==> config.mk <==
export PLATFORM = sky130hd
export DESIGN_NAME = prefix_code_bit_decoder_core
export DESIGN_NICKNAME = d
export VERILOG_FILES = /design/src/rtl/core/pcbd_pkg.sv /design/src/rtl/core/pcbd_scan.sv /design/src/rtl/core/prefix_code_bit_decoder_core.sv
export VERILOG_INCLUDE_DIRS = /design/src /design/src/rtl/core
export SDC_FILE = /design/constraint.sdc
export NUM_CORES = 2
export LEC_CHECK = 0
export BUFFER_PORTS_ARGS = -buffer_cell sky130_fd_sc_hd__buf_2
export CAP_MARGIN = 40
export CORE_MARGIN = 1.5
export CORE_UTILIZATION = 45
export DETAILED_ROUTE_END_ITERATION = 10
export PLACE_DENSITY_LB_ADDON = 0.08
export SETUP_SLACK_MARGIN = 0.15
export SLEW_MARGIN = 10
export SYNTH_ARGS = -nofsm -noshare
export SYNTH_HDL_FRONTEND = slang
export SYNTH_HIERARCHICAL = 1
export SYNTH_SLANG_ARGS = --single-unit
==> constraint.sdc <==
create_clock -name clock -period 3.9 [get_ports clock]
set_clock_uncertainty 0.1 [all_clocks]
set_input_delay 0.78 -clock clock [delete_from_list [all_inputs] [get_ports clock]]
set_output_delay 0.78 -clock clock [all_outputs]
set_load 0.005 [all_outputs]
==> src/rtl/core/prefix_code_bit_decoder_core_defines.svh <==
// Assertion macros shared by the prefix code bit decoder RTL.
`ifndef PREFIX_CODE_BIT_DECODER_CORE_DEFINES_SVH
`define PREFIX_CODE_BIT_DECODER_CORE_DEFINES_SVH

`ifndef SYNTHESIS

`define PCBD_ASSERT_IMPLY(label, ante, cons) \
   label: assert property (@(posedge clock) disable iff (reset) (ante) |-> (cons)) \
      else $error("pcbd: implication check failed");

`define PCBD_ASSERT_NEXT(label, ante, cons) \
   label: assert property (@(posedge clock) disable iff (reset) (ante) |=> (cons)) \
      else $error("pcbd: next-cycle check failed");

`else

`define PCBD_ASSERT_IMPLY(label, ante, cons)

`define PCBD_ASSERT_NEXT(label, ante, cons)

`endif

`endif

==> src/rtl/core/pcbd_pkg.sv <==
// Package: constants, codes and types of the prefix code bit decoder.
`default_nettype none

package pcbd_pkg;

   localparam int MAX_CODES  = 128;
   localparam int CODE_BITS  = 8;
   localparam int BYTE_BITS  = 8;
   localparam int IDX_W      = $clog2(MAX_CODES);
   localparam int CNT_W      = $clog2(MAX_CODES + 1);
   localparam int OFF_W      = $clog2(CODE_BITS);
   localparam int BIT_W      = $clog2(BYTE_BITS);
   localparam int SYM_W      = 7;
   localparam int USED_W     = 8;
   localparam int TOTAL_W    = 24;
   localparam int CSR_IDX_W  = 1;
   localparam int CSR_DATA_W = 24;

   localparam logic [1:0] OP_LOAD    = 2'd0;
   localparam logic [1:0] OP_DECODE  = 2'd1;
   localparam logic [1:0] OP_RESTART = 2'd2;

   localparam logic [CSR_IDX_W-1:0] CSR_USED_CODES    = 1'd0;
   localparam logic [CSR_IDX_W-1:0] CSR_TOTAL_SYMBOLS = 1'd1;

   typedef struct packed {
      logic [CODE_BITS-1:0] code;
      logic [SYM_W-1:0]     symbol;
   } entry_type;

   typedef struct packed {
      logic                 start;
      logic [CODE_BITS-1:0] key;
      logic [CODE_BITS-1:0] mask;
   } scan_req_type;

   typedef struct packed {
      logic             done;
      logic             one_hit;
      logic [SYM_W-1:0] symbol;
   } scan_rsp_type;

endpackage

`default_nettype wire

==> src/rtl/core/pcbd_scan.sv <==
// Code table memory with a shared compare unit that walks the used entries.
`default_nettype none
`include "prefix_code_bit_decoder_core_defines.svh"

module pcbd_scan import pcbd_pkg::*; (
   input  logic               clock,
   input  logic               reset,
   input  logic               wr_en,
   input  logic [IDX_W-1:0]   wr_addr,
   input  entry_type          wr_entry,
   input  logic [CNT_W-1:0]   count,
   input  scan_req_type       scan_req,
   output scan_rsp_type       scan_rsp
);

   entry_type            entry_mem_ff [MAX_CODES];
   entry_type            rd_entry_ff;
   logic                 busy_ff, busy_in;
   logic [CNT_W-1:0]     issue_ff, issue_in;
   logic                 rd_valid_ff, rd_valid_in;
   logic                 any_hit_ff, any_hit_in;
   logic                 multi_hit_ff, multi_hit_in;
   logic [SYM_W-1:0]     symbol_ff, symbol_in;
   logic [CODE_BITS-1:0] key_ff, key_in;
   logic [CODE_BITS-1:0] mask_ff, mask_in;
   logic                 issue_more;
   logic                 match;
   logic                 done;

   assign issue_more = busy_ff && (issue_ff != count);
   assign match      = ((rd_entry_ff.code ^ key_ff) & mask_ff) == '0;
   assign done       = busy_ff && !issue_more && !rd_valid_ff;

   always_comb begin
      busy_in      = busy_ff;
      issue_in     = issue_ff;
      rd_valid_in  = rd_valid_ff;
      any_hit_in   = any_hit_ff;
      multi_hit_in = multi_hit_ff;
      symbol_in    = symbol_ff;
      key_in       = key_ff;
      mask_in      = mask_ff;
      if (scan_req.start) begin
         busy_in      = 1'b1;
         issue_in     = '0;
         rd_valid_in  = 1'b0;
         any_hit_in   = 1'b0;
         multi_hit_in = 1'b0;
         key_in       = scan_req.key;
         mask_in      = scan_req.mask;
      end else begin
         rd_valid_in = issue_more;
         if (issue_more) begin
            issue_in = issue_ff + 1'b1;
         end
         if (rd_valid_ff && match) begin
            if (any_hit_ff) begin
               multi_hit_in = 1'b1;
            end else begin
               any_hit_in = 1'b1;
               symbol_in  = rd_entry_ff.symbol;
            end
         end
         if (done) begin
            busy_in = 1'b0;
         end
      end
   end

   always_ff @(posedge clock) begin
      if (reset) begin
         busy_ff      <= 1'b0;
         issue_ff     <= '0;
         rd_valid_ff  <= 1'b0;
         any_hit_ff   <= 1'b0;
         multi_hit_ff <= 1'b0;
      end else begin
         busy_ff      <= busy_in;
         issue_ff     <= issue_in;
         rd_valid_ff  <= rd_valid_in;
         any_hit_ff   <= any_hit_in;
         multi_hit_ff <= multi_hit_in;
      end
   end

   always_ff @(posedge clock) begin
      symbol_ff <= symbol_in;
      key_ff    <= key_in;
      mask_ff   <= mask_in;
   end

   always_ff @(posedge clock) begin
      if (wr_en) begin
         entry_mem_ff[wr_addr] <= wr_entry;
      end
      if (issue_more) begin
         rd_entry_ff <= entry_mem_ff[issue_ff[IDX_W-1:0]];
      end
   end

   assign scan_rsp.done    = done;
   assign scan_rsp.one_hit = any_hit_ff && !multi_hit_ff;
   assign scan_rsp.symbol  = symbol_ff;

   `PCBD_ASSERT_IMPLY(a_read_while_busy, rd_valid_ff, busy_ff)
   `PCBD_ASSERT_NEXT(a_done_goes_idle, done && !scan_req.start, !busy_ff)
   `PCBD_ASSERT_IMPLY(a_start_when_idle, scan_req.start, !busy_ff)
   `PCBD_ASSERT_IMPLY(a_multi_needs_any, multi_hit_ff, any_hit_ff)

endmodule

`default_nettype wire

==> src/rtl/core/prefix_code_bit_decoder_core.sv <==
// Top level: bit sequencer, configuration registers and result staging.
`default_nettype none
`include "prefix_code_bit_decoder_core_defines.svh"

// Prefix code bit decoder. A decode item walks its byte one bit at a time; each bit
// reads the first min(used_codes, 128) table entries one per cycle through a single
// memory port and compare unit. Results pass through a one-deep hold stage (to mark
// the last result of a byte) and an output register; a stalled output slows the
// sequencer only when both are full. New items are taken only between bytes.
module prefix_code_bit_decoder_core import pcbd_pkg::*; (
   input  logic                  clock,
   input  logic                  reset,
   input  logic                  csr_write_en,
   input  logic [CSR_IDX_W-1:0]  csr_index,
   input  logic [CSR_DATA_W-1:0] csr_write_data,
   input  logic                  req_valid,
   output logic                  req_ready,
   input  logic [1:0]            req_opcode,
   input  logic [6:0]            req_entry_index,
   input  logic [7:0]            req_entry_code,
   input  logic [SYM_W-1:0]      req_entry_symbol,
   input  logic [7:0]            req_data_byte,
   input  logic                  req_final_byte,
   output logic                  rsp_valid,
   input  logic                  rsp_ready,
   output logic [SYM_W-1:0]      rsp_symbol,
   output logic                  rsp_code_error,
   output logic                  rsp_last_of_item,
   output logic                  rsp_string_done
);

   localparam logic [2:0] S_IDLE   = 3'd0;
   localparam logic [2:0] S_BIT    = 3'd1;
   localparam logic [2:0] S_SCAN   = 3'd2;
   localparam logic [2:0] S_RESULT = 3'd3;
   localparam logic [2:0] S_FLUSH  = 3'd4;

   logic [2:0]           state_ff, state_in;
   logic [USED_W-1:0]    used_codes_ff, used_codes_in;
   logic [TOTAL_W-1:0]   total_ff, total_in;
   logic [TOTAL_W-1:0]   emitted_ff, emitted_in;
   logic [CODE_BITS-1:0] acc_ff, acc_in;
   logic [OFF_W-1:0]     offset_ff, offset_in;
   logic [BYTE_BITS-1:0] byte_ff, byte_in;
   logic                 fin_ff, fin_in;
   logic [BIT_W-1:0]     bit_cnt_ff, bit_cnt_in;
   logic                 hold_valid_ff, hold_valid_in;
   logic [SYM_W-1:0]     hold_symbol_ff, hold_symbol_in;
   logic                 hold_error_ff, hold_error_in;
   logic                 hold_done_ff, hold_done_in;
   logic                 rsp_valid_ff, rsp_valid_in;
   logic [SYM_W-1:0]     rsp_symbol_ff, rsp_symbol_in;
   logic                 rsp_error_ff, rsp_error_in;
   logic                 rsp_last_ff, rsp_last_in;
   logic                 rsp_done_ff, rsp_done_in;

   scan_req_type         scan_req;
   scan_rsp_type         scan_rsp;
   entry_type            wr_entry;
   logic                 wr_en;
   logic [CNT_W-1:0]     ncmp;
   logic [CODE_BITS-1:0] acc_next;
   logic [CODE_BITS-1:0] bit_mask;
   logic [TOTAL_W-1:0]   emitted_inc;
   logic                 out_free;
   logic                 last_offset;
   logic                 emit;

   assign ncmp        = (32'(used_codes_ff) > MAX_CODES) ? CNT_W'(MAX_CODES)
                                                         : CNT_W'(used_codes_ff);
   assign acc_next    = acc_ff | (CODE_BITS'(byte_ff[bit_cnt_ff]) << offset_ff);
   assign bit_mask    = ~({CODE_BITS{1'b1}} << ((OFF_W + 1)'(offset_ff) + 1'b1));
   assign emitted_inc = emitted_ff + 1'b1;
   assign out_free    = !rsp_valid_ff || rsp_ready;
   assign last_offset = offset_ff == OFF_W'(CODE_BITS - 1);
   assign emit        = scan_rsp.one_hit || last_offset;

   assign wr_en           = (state_ff == S_IDLE) && req_valid && (req_opcode == OP_LOAD)
                            && (32'(req_entry_index) < MAX_CODES);
   assign wr_entry.code   = CODE_BITS'(req_entry_code);
   assign wr_entry.symbol = req_entry_symbol;

   assign scan_req.start = (state_ff == S_BIT) && (emitted_ff < total_ff);
   assign scan_req.key   = acc_next;
   assign scan_req.mask  = bit_mask;

   pcbd_scan u_scan (
      .clock    (clock),
      .reset    (reset),
      .wr_en    (wr_en),
      .wr_addr  (IDX_W'(req_entry_index)),
      .wr_entry (wr_entry),
      .count    (ncmp),
      .scan_req (scan_req),
      .scan_rsp (scan_rsp)
   );

   always_comb begin
      state_in       = state_ff;
      used_codes_in  = used_codes_ff;
      total_in       = total_ff;
      emitted_in     = emitted_ff;
      acc_in         = acc_ff;
      offset_in      = offset_ff;
      byte_in        = byte_ff;
      fin_in         = fin_ff;
      bit_cnt_in     = bit_cnt_ff;
      hold_valid_in  = hold_valid_ff;
      hold_symbol_in = hold_symbol_ff;
      hold_error_in  = hold_error_ff;
      hold_done_in   = hold_done_ff;
      rsp_valid_in   = rsp_valid_ff;
      rsp_symbol_in  = rsp_symbol_ff;
      rsp_error_in   = rsp_error_ff;
      rsp_last_in    = rsp_last_ff;
      rsp_done_in    = rsp_done_ff;

      if (csr_write_en) begin
         case (csr_index)
            CSR_USED_CODES:    used_codes_in = USED_W'(csr_write_data);
            CSR_TOTAL_SYMBOLS: total_in      = TOTAL_W'(csr_write_data);
            default: ;
         endcase
      end

      if (rsp_valid_ff && rsp_ready) begin
         rsp_valid_in = 1'b0;
      end

      case (state_ff)
         S_IDLE: begin
            if (req_valid) begin
               case (req_opcode)
                  OP_DECODE: begin
                     byte_in    = req_data_byte;
                     fin_in     = req_final_byte;
                     bit_cnt_in = '0;
                     state_in   = S_BIT;
                  end
                  OP_RESTART: begin
                     acc_in     = '0;
                     offset_in  = '0;
                     emitted_in = '0;
                  end
                  default: ;
               endcase
            end
         end
         S_BIT: begin
            if (emitted_ff >= total_ff) begin
               state_in = S_FLUSH;
            end else begin
               acc_in   = acc_next;
               state_in = S_SCAN;
            end
         end
         S_SCAN: begin
            if (scan_rsp.done) begin
               state_in = S_RESULT;
            end
         end
         S_RESULT: begin
            if (!(emit && hold_valid_ff && !out_free)) begin
               if (emit) begin
                  if (hold_valid_ff) begin
                     rsp_valid_in  = 1'b1;
                     rsp_symbol_in = hold_symbol_ff;
                     rsp_error_in  = hold_error_ff;
                     rsp_done_in   = hold_done_ff;
                     rsp_last_in   = 1'b0;
                  end
                  hold_valid_in  = 1'b1;
                  hold_symbol_in = scan_rsp.one_hit ? scan_rsp.symbol : '0;
                  hold_error_in  = !scan_rsp.one_hit;
                  hold_done_in   = scan_rsp.one_hit && (emitted_inc == total_ff);
                  if (scan_rsp.one_hit) begin
                     emitted_in = emitted_inc;
                  end
                  acc_in    = '0;
                  offset_in = '0;
               end else begin
                  offset_in = offset_ff + 1'b1;
               end
               if (bit_cnt_ff == BIT_W'(BYTE_BITS - 1)) begin
                  state_in = S_FLUSH;
               end else begin
                  bit_cnt_in = bit_cnt_ff + 1'b1;
                  state_in   = S_BIT;
               end
            end
         end
         S_FLUSH: begin
            if (!(hold_valid_ff && !out_free)) begin
               if (hold_valid_ff) begin
                  rsp_valid_in  = 1'b1;
                  rsp_symbol_in = hold_symbol_ff;
                  rsp_error_in  = hold_error_ff;
                  rsp_done_in   = hold_done_ff;
                  rsp_last_in   = 1'b1;
                  hold_valid_in = 1'b0;
               end
               if (fin_ff) begin
                  acc_in    = '0;
                  offset_in = '0;
               end
               state_in = S_IDLE;
            end
         end
         default: begin
            state_in = S_IDLE;
         end
      endcase
   end

   always_ff @(posedge clock) begin
      if (reset) begin
         state_ff      <= S_IDLE;
         used_codes_ff <= USED_W'(1);
         total_ff      <= '0;
         emitted_ff    <= '0;
         acc_ff        <= '0;
         offset_ff     <= '0;
         hold_valid_ff <= 1'b0;
         rsp_valid_ff  <= 1'b0;
      end else begin
         state_ff      <= state_in;
         used_codes_ff <= used_codes_in;
         total_ff      <= total_in;
         emitted_ff    <= emitted_in;
         acc_ff        <= acc_in;
         offset_ff     <= offset_in;
         hold_valid_ff <= hold_valid_in;
         rsp_valid_ff  <= rsp_valid_in;
      end
   end

   always_ff @(posedge clock) begin
      byte_ff        <= byte_in;
      fin_ff         <= fin_in;
      bit_cnt_ff     <= bit_cnt_in;
      hold_symbol_ff <= hold_symbol_in;
      hold_error_ff  <= hold_error_in;
      hold_done_ff   <= hold_done_in;
      rsp_symbol_ff  <= rsp_symbol_in;
      rsp_error_ff   <= rsp_error_in;
      rsp_last_ff    <= rsp_last_in;
      rsp_done_ff    <= rsp_done_in;
   end

   assign req_ready        = state_ff == S_IDLE;
   assign rsp_valid        = rsp_valid_ff;
   assign rsp_symbol       = rsp_symbol_ff;
   assign rsp_code_error   = rsp_error_ff;
   assign rsp_last_of_item = rsp_last_ff;
   assign rsp_string_done  = rsp_done_ff;

   `PCBD_ASSERT_IMPLY(a_idle_hold_empty, req_ready, !hold_valid_ff)
   `PCBD_ASSERT_IMPLY(a_error_beat_clean, rsp_valid && rsp_code_error,
                      !rsp_string_done && rsp_symbol == '0)
   `PCBD_ASSERT_NEXT(a_scan_to_result, state_ff == S_SCAN && scan_rsp.done, state_ff == S_RESULT)

endmodule

`default_nettype wire

-- Yosys cells after proc, flatten, opt, wreduce, memory -nomap -nowiden
Memories as Yosys holds them, arrays and structs flattened. A register that Yosys moved wholly into a read port is not among the register bits.
Cells that the tools add are included.
- $add $sub $neg: 5
- $lt $le $gt $ge: 4
- equality and inequality tests: 23
- shifts and indexed selects: 2
- muxes and demuxes: 72
- bitwise operators: 8
- reduce and logical (&&, ||, !) cells: 43
- operator list (kind ; count):
    $mux W24 ; 5
    $mux W8 ; 8
    $mux W3 ; 17
    $pmux W24 S2 ; 1
    $pmux W8 S4 ; 1
    $mux W7 ; 4
    $mux W1 ; 26
    $add A24 B1 Y24 const B ; 1
    $eq A24 B24 Y1 ; 1
    $ge A24 B24 Y1 ; 1
    $lt A24 B24 Y1 ; 1
    $ne A2 B2 Y1 const B ; 10
    $reduce_and A6 Y1 ; 3
    $pmux W3 S5 ; 1
    $pmux W7 S2 ; 1
    $logic_and A1 B1 Y1 ; 13
    $pmux W1 S2 ; 5
    $reduce_and A5 Y1 ; 2
    $eq A3 B3 Y1 const B ; 3
    $pmux W3 S3 ; 1
    $reduce_and A3 Y1 ; 3
    $add A8 B1 Y8 const B ; 1
    $and A8 B8 Y8 ; 1
    $gt A8 B8 Y1 const B ; 1
    other kinds (29) ; 46
- bits in registers: 138
- RAM bits: 1920
- bits of input ports: 63
- word-level logic and storage cells: 184
- memories kept: 1
- memories (memory ; depth ; bits a word ; read ports ; clocked after memory_dff ; write ports ; line ; source):
    u_scan.entry_mem_ff ; 128 ; 15 ; 1 ; 1 ; 1 ; pcbd_scan.sv:16 ; entry_type entry_mem_ff [MAX_CODES];

-- Longest topological paths before layout
- depth in word-level cells: 9
- gate-level depth with buffers: 12
- gate-level depth less buffers: 10

-- Cells and area by module
Netlist, hierarchy kept.
- modules (own cells, without submodules) (module ; instances ; cells each ; area an instance (um^2)):
    pcbd_scan ; 1 ; 3570 ; 76000.4
    prefix_code_bit_decoder_core ; 1 ; 674 ; 5853.1

-- Worst setup path before layout
Ideal clock, no wire load.
- path kind: register to register
- start point: register total_ff[9]
- end point: register u_scan.symbol_ff[0], enable pin
- library setup time: 382 ps
- arrival: 3072 ps
- data required time: 3418 ps
- slack: 346 ps
- stages on the path, launching flop included: 9
- buffers on the path: 0
- clock period less this slack: 3554 ps
- path through: dfxtp_1 inv_1 ha_1 a21o_1 a221o_1 a22oi_1 nand2_1 nor3_1 nor3_1
- RTL lines (element ; line ; source):
    start: declaration ; prefix_code_bit_decoder_core.sv:40 ; logic [TOTAL_W-1:0] total_ff, total_in;
    start signal: assignment ; prefix_code_bit_decoder_core.sv:228 ; total_ff <= total_in;
    end signal: assignment ; pcbd_scan.sv:87 ; symbol_ff <= symbol_in;
    end: declaration ; pcbd_scan.sv:23 ; logic [SYM_W-1:0] symbol_ff, symbol_in;

-- Worst setup path after layout
- start point: register u_scan.issue_ff[0]
- end point: register u_scan/rd_entry_ff[10] (netlist name)
- longest elaborated chain between the ends: 2
- RTL lines (element ; line ; source):
    start: declaration ; pcbd_scan.sv:19 ; logic [CNT_W-1:0] issue_ff, issue_in;
    start signal: assignment ; pcbd_scan.sv:79 ; issue_ff <= issue_in;
    $ne A8 B8 Y1 ; pcbd_scan.sv:30 ; assign issue_more = busy_ff && (issue_ff != count);
    $logic_and A1 B1 Y1 ; pcbd_scan.sv:30 ;
Several ways; a longest one is shown, not always the timed one.
A chain may end at the register's enable or synchronous reset.

==> impl_results.md <==
- Status: complete, no violations
- Hold crit path type: input port to flop
- Routed wire length per instance: 32.4 um
- Register area: between 0.06 and 0.07 sq mm
- Top routing layer used: met5
- CP Launch Type: flop
- Fillers: ~15000
- Critical path capture point type: flop
- Gr usage total: 25.4%
- Crit. path cell count: 7
- Critical path required time: 4390 ps
- Wl on met1: a little over 100000 um
- Num CTS Buffers: 213
- Synthesis-to-layout area growth: 14.9%
- Met2 wire length: 110000 um
- DRC: 0
- GRT overflow: 0
- Layout Nets: 4780
- Placer Congestion: between 0.8 and 0.9
- Synth cell count leaders: 1989 x edfxtp_1, 352 x mux4_2, 287 x mux2i_1, 180 x nor2_1, 150 x nand2_1
- Mapped cell area: between 0.08 and 0.09 sq mm
- Min Clock Period, post-route: 3680 ps
- Most common cell in the netlist: edfxtp_1
- Count of buffer and inverter cells on the critical path: 2
- Fin. max-slew vios: 0
- Cell Area, Placed: 0.0875 sq mm
- Unique masters post-synth: 91
- WL met3: between 15000 and 20000 um
- First-pass GRT wire length: approximately 330000 um
- Critical Path, Cell by Cell: buf_4 > mux4_2 > a22o_1 > a2111oi_0 > buf_4 > a211oi_1 > o32a_1
- Maxcap violations: 0
- Port-buffer cells: 74
- Multi-input logic area: 0.0189 sq mm
- TNS Setup: 0 ps
- Via density: 6.00
- Delay-heaviest family, CP: compound AO/OA/AOI/OAI gates
- PD cells: a little under 500 mW/mm^2
- Slew @ Worst Pin: 884 ps
- Critical path type: flop to flop
- Die H: 429 um
- Period Utilization, post-route: 94.3%
- R2R depth: 7
- Initial DRC Count: 4832
- VDD IR max: 0.335 mV
- CP peak stage delay: ~730 ps
- CTS tree: yes
- Sequential area share after synthesis: 75.0%
- Hold Crit Depth: 3
- Reg clk slew, reported paths: ~60 ps
- Final Cell Area: 0.0941 sq mm
- Synthesized instance count: ~4200
- Top FF cell, synth: edfxtp_1
- WP data arrival: 4170 ps
- Synthesized flop and latch total: roughly 2100
- Setup Viol. Count Final: 0
- Final hold vios: 0
- Post-route ant nets: 0
- Largest net degree at the start of global routing: 81
- Fmax: 272 MHz
- Pleak: 29.4 nW
- Total Die Area: around 0.18 sq mm
- Initial Util: 45.3%
- Cell accounting for the most synthesized area: edfxtp_1
- Fraction of layout cells with a size suffix above 1: 23.8%
- CTS Root Cell: clkbuf_16
- Yosys warns: 6
- Std cell rows: 156
- Rel. slew slack: 41.0%
- Number of synthesized flops with an enable pin: 1989
- Initial antenna violation count: 18
- Via count: 43450
- Die width: 429 um
- Post-synth top area share: 73.0%
- Clock latency on the worst-skew pair: 850 ps
- Sink Count: about 2100
- DPL Wire Length: roughly 150000 um
- I/O pin total: 75
- WL final: 235000 um
- Pre-Repair DR Iteration Count: 5
- CTS Buffer Depth: 3
- Core area: 0.181 sq mm
- RSZ-0062 raised after global routing: no
- Ys async rst share: 0%
- Worst path most repeated cell: buf_4
- Reg2reg setup slack: 220 ps
- Critical path's slowest cell: a2111oi_0
- CP Max Fanout: 26
- Ranking of synthesized cells by area: edfxtp_1 73%, mux4_2 9.7%, mux2i_1 3.5%
- Vias in the first global route: 42787
- Syn avg cell area: 19.3 sq um
- H-tree depth: 4
- Syn Nets: 4340
-- final timing paths --
kind,end,from
worst max-delay path,u_scan/rd_entry_ff[10],u_scan/issue_ff[0]
worst min-delay path,total_ff[15],csr_write_data[15]
worst max register to register,u_scan/rd_entry_ff[10],u_scan/issue_ff[0]
worst min register to register,rsp_symbol[6],hold_symbol_ff[6]
-- tightest hold or removal path, cell delays in order --
cell,delay [ps]
buf_2,90
nand2_1,50
a21oi_1,50
-- kinds of logic (layout without fill, tap and decap cells) --
family | count (synthesis) | in the layout | share of synthesized area [%]
AO/OA/AOI/OAI | 580 | 580 | 5.06
XOR/XNOR | 50 | 50 | 0.535
adder cells (fa/ha/maj) | 33 | 33 | 0.504
buffers and inverters | 287 | 906 | 2.07
flip-flops | 2073 | 2073 | 75.0
multiplexers | 644 | 644 | 13.3
other | 0 | 6 | 0
AND/OR/NAND/NOR | 577 | 577 | 3.47
-- power breakdown --
| part | switching (mW) | total (mW) | internal, mW |
|---|---|---|---|
| Clock | 8.52 | 19.2 | 10.7 |
| Sequential | 0.111 | 24.6 | 24.5 |
| Combinational | 1.57 | 2.51 | 0.948 |
| Total | 10.2 | 46.3 | 36.1 |
-- cells in the final DEF, fill, tap and decap left out, types with 32 or more instances in the layout --
cell / synthesis / layout
clkinv_1: 0 / 58
a21oi_1: 125 / 125
clkinv_2: 0 / 32
mux4_2: 352 / 352
clkbuf_16: 0 / 216
buf_2: 74 / 65
buf_4: 37 / 339
a22oi_1: 109 / 109
edfxtp_1: 1989 / 1989
a211oi_1: 54 / 54
o221ai_1: 33 / 33
buf_12: 3 / 50
o21ai_0: 52 / 52
inv_1: 40 / 40
nand3_1: 50 / 50
nor2_1: 180 / 177
clkbuf_1: 82 / 59
nand2_1: 150 / 150
ha_1: 33 / 33
mux2i_1: 287 / 287
a22o_1: 44 / 44
dfxtp_1: 84 / 78
-- stage by stage --
| stage | power, mW | util, % | worst slack (ps) | hold WS, ps | std cells |
|---|---|---|---|---|---|
| final | 46.3 | 52.1 | 222 | 74.8 | 7239 |
| after global routing | 47.6 | 52.1 | 186 | 58.5 | 7236 |
| after CTS | 46.7 | 52.0 | 308 | 7.56 | 7233 |
| after detailed placement | 27.6 | 48.4 | 175 | 305 | 6830 |
| after global placement | 27.5 | 48.2 | 165 | 301 | 6812 |
| after floorplan | 26.3 | - | 346 | 300 | 4244 |
-- per-layer routing --
metal | GRT usage (%) | up-vias
met5 | 0 | -
met4 | 6.38 | 6
met3 | 4.16 | 312
met2 | 39.6 | 1677
met1 | 37.3 | 23133
li1 | - | 18322
-- layout make-up --
type / instances / share of cell area, %
flip-flops and latches: 2073 / 65.3
multi-input cells: 1884 / 20.0
clock buffers: 279 / 6.03
repair buffers: 471 / 4.42
well taps: 2370 / 3.15
clock inverters: 115 / 0.899
inverters: 41 / 0.164
diodes: 6 / 0.0160
-- flip-flops by register name, indices dropped and copies added, names as in the netlist, 8 cells and up --
signal,flops
byte_ff,8
u_scan/mask_ff,8
u_scan/entry_mem_ff,1920
used_codes_ff,8
acc_ff,8
emitted_ff,24
total_ff,24
u_scan/key_ff,8
u_scan/rd_entry_ff,15
u_scan/issue_ff,8
-- what timing repair did --
| action | in CTS | in global routing |
|---|---|---|
| endpoints found under the hold margin | 9 | 0 |
| setup endpoints to repair | 0 | 15 |
| gates resized for setup | 0 | 1 |
| hold buffers | 9 | 0 |
| setup buffers | 0 | 0 |
(Power assumes the default switching activity.)
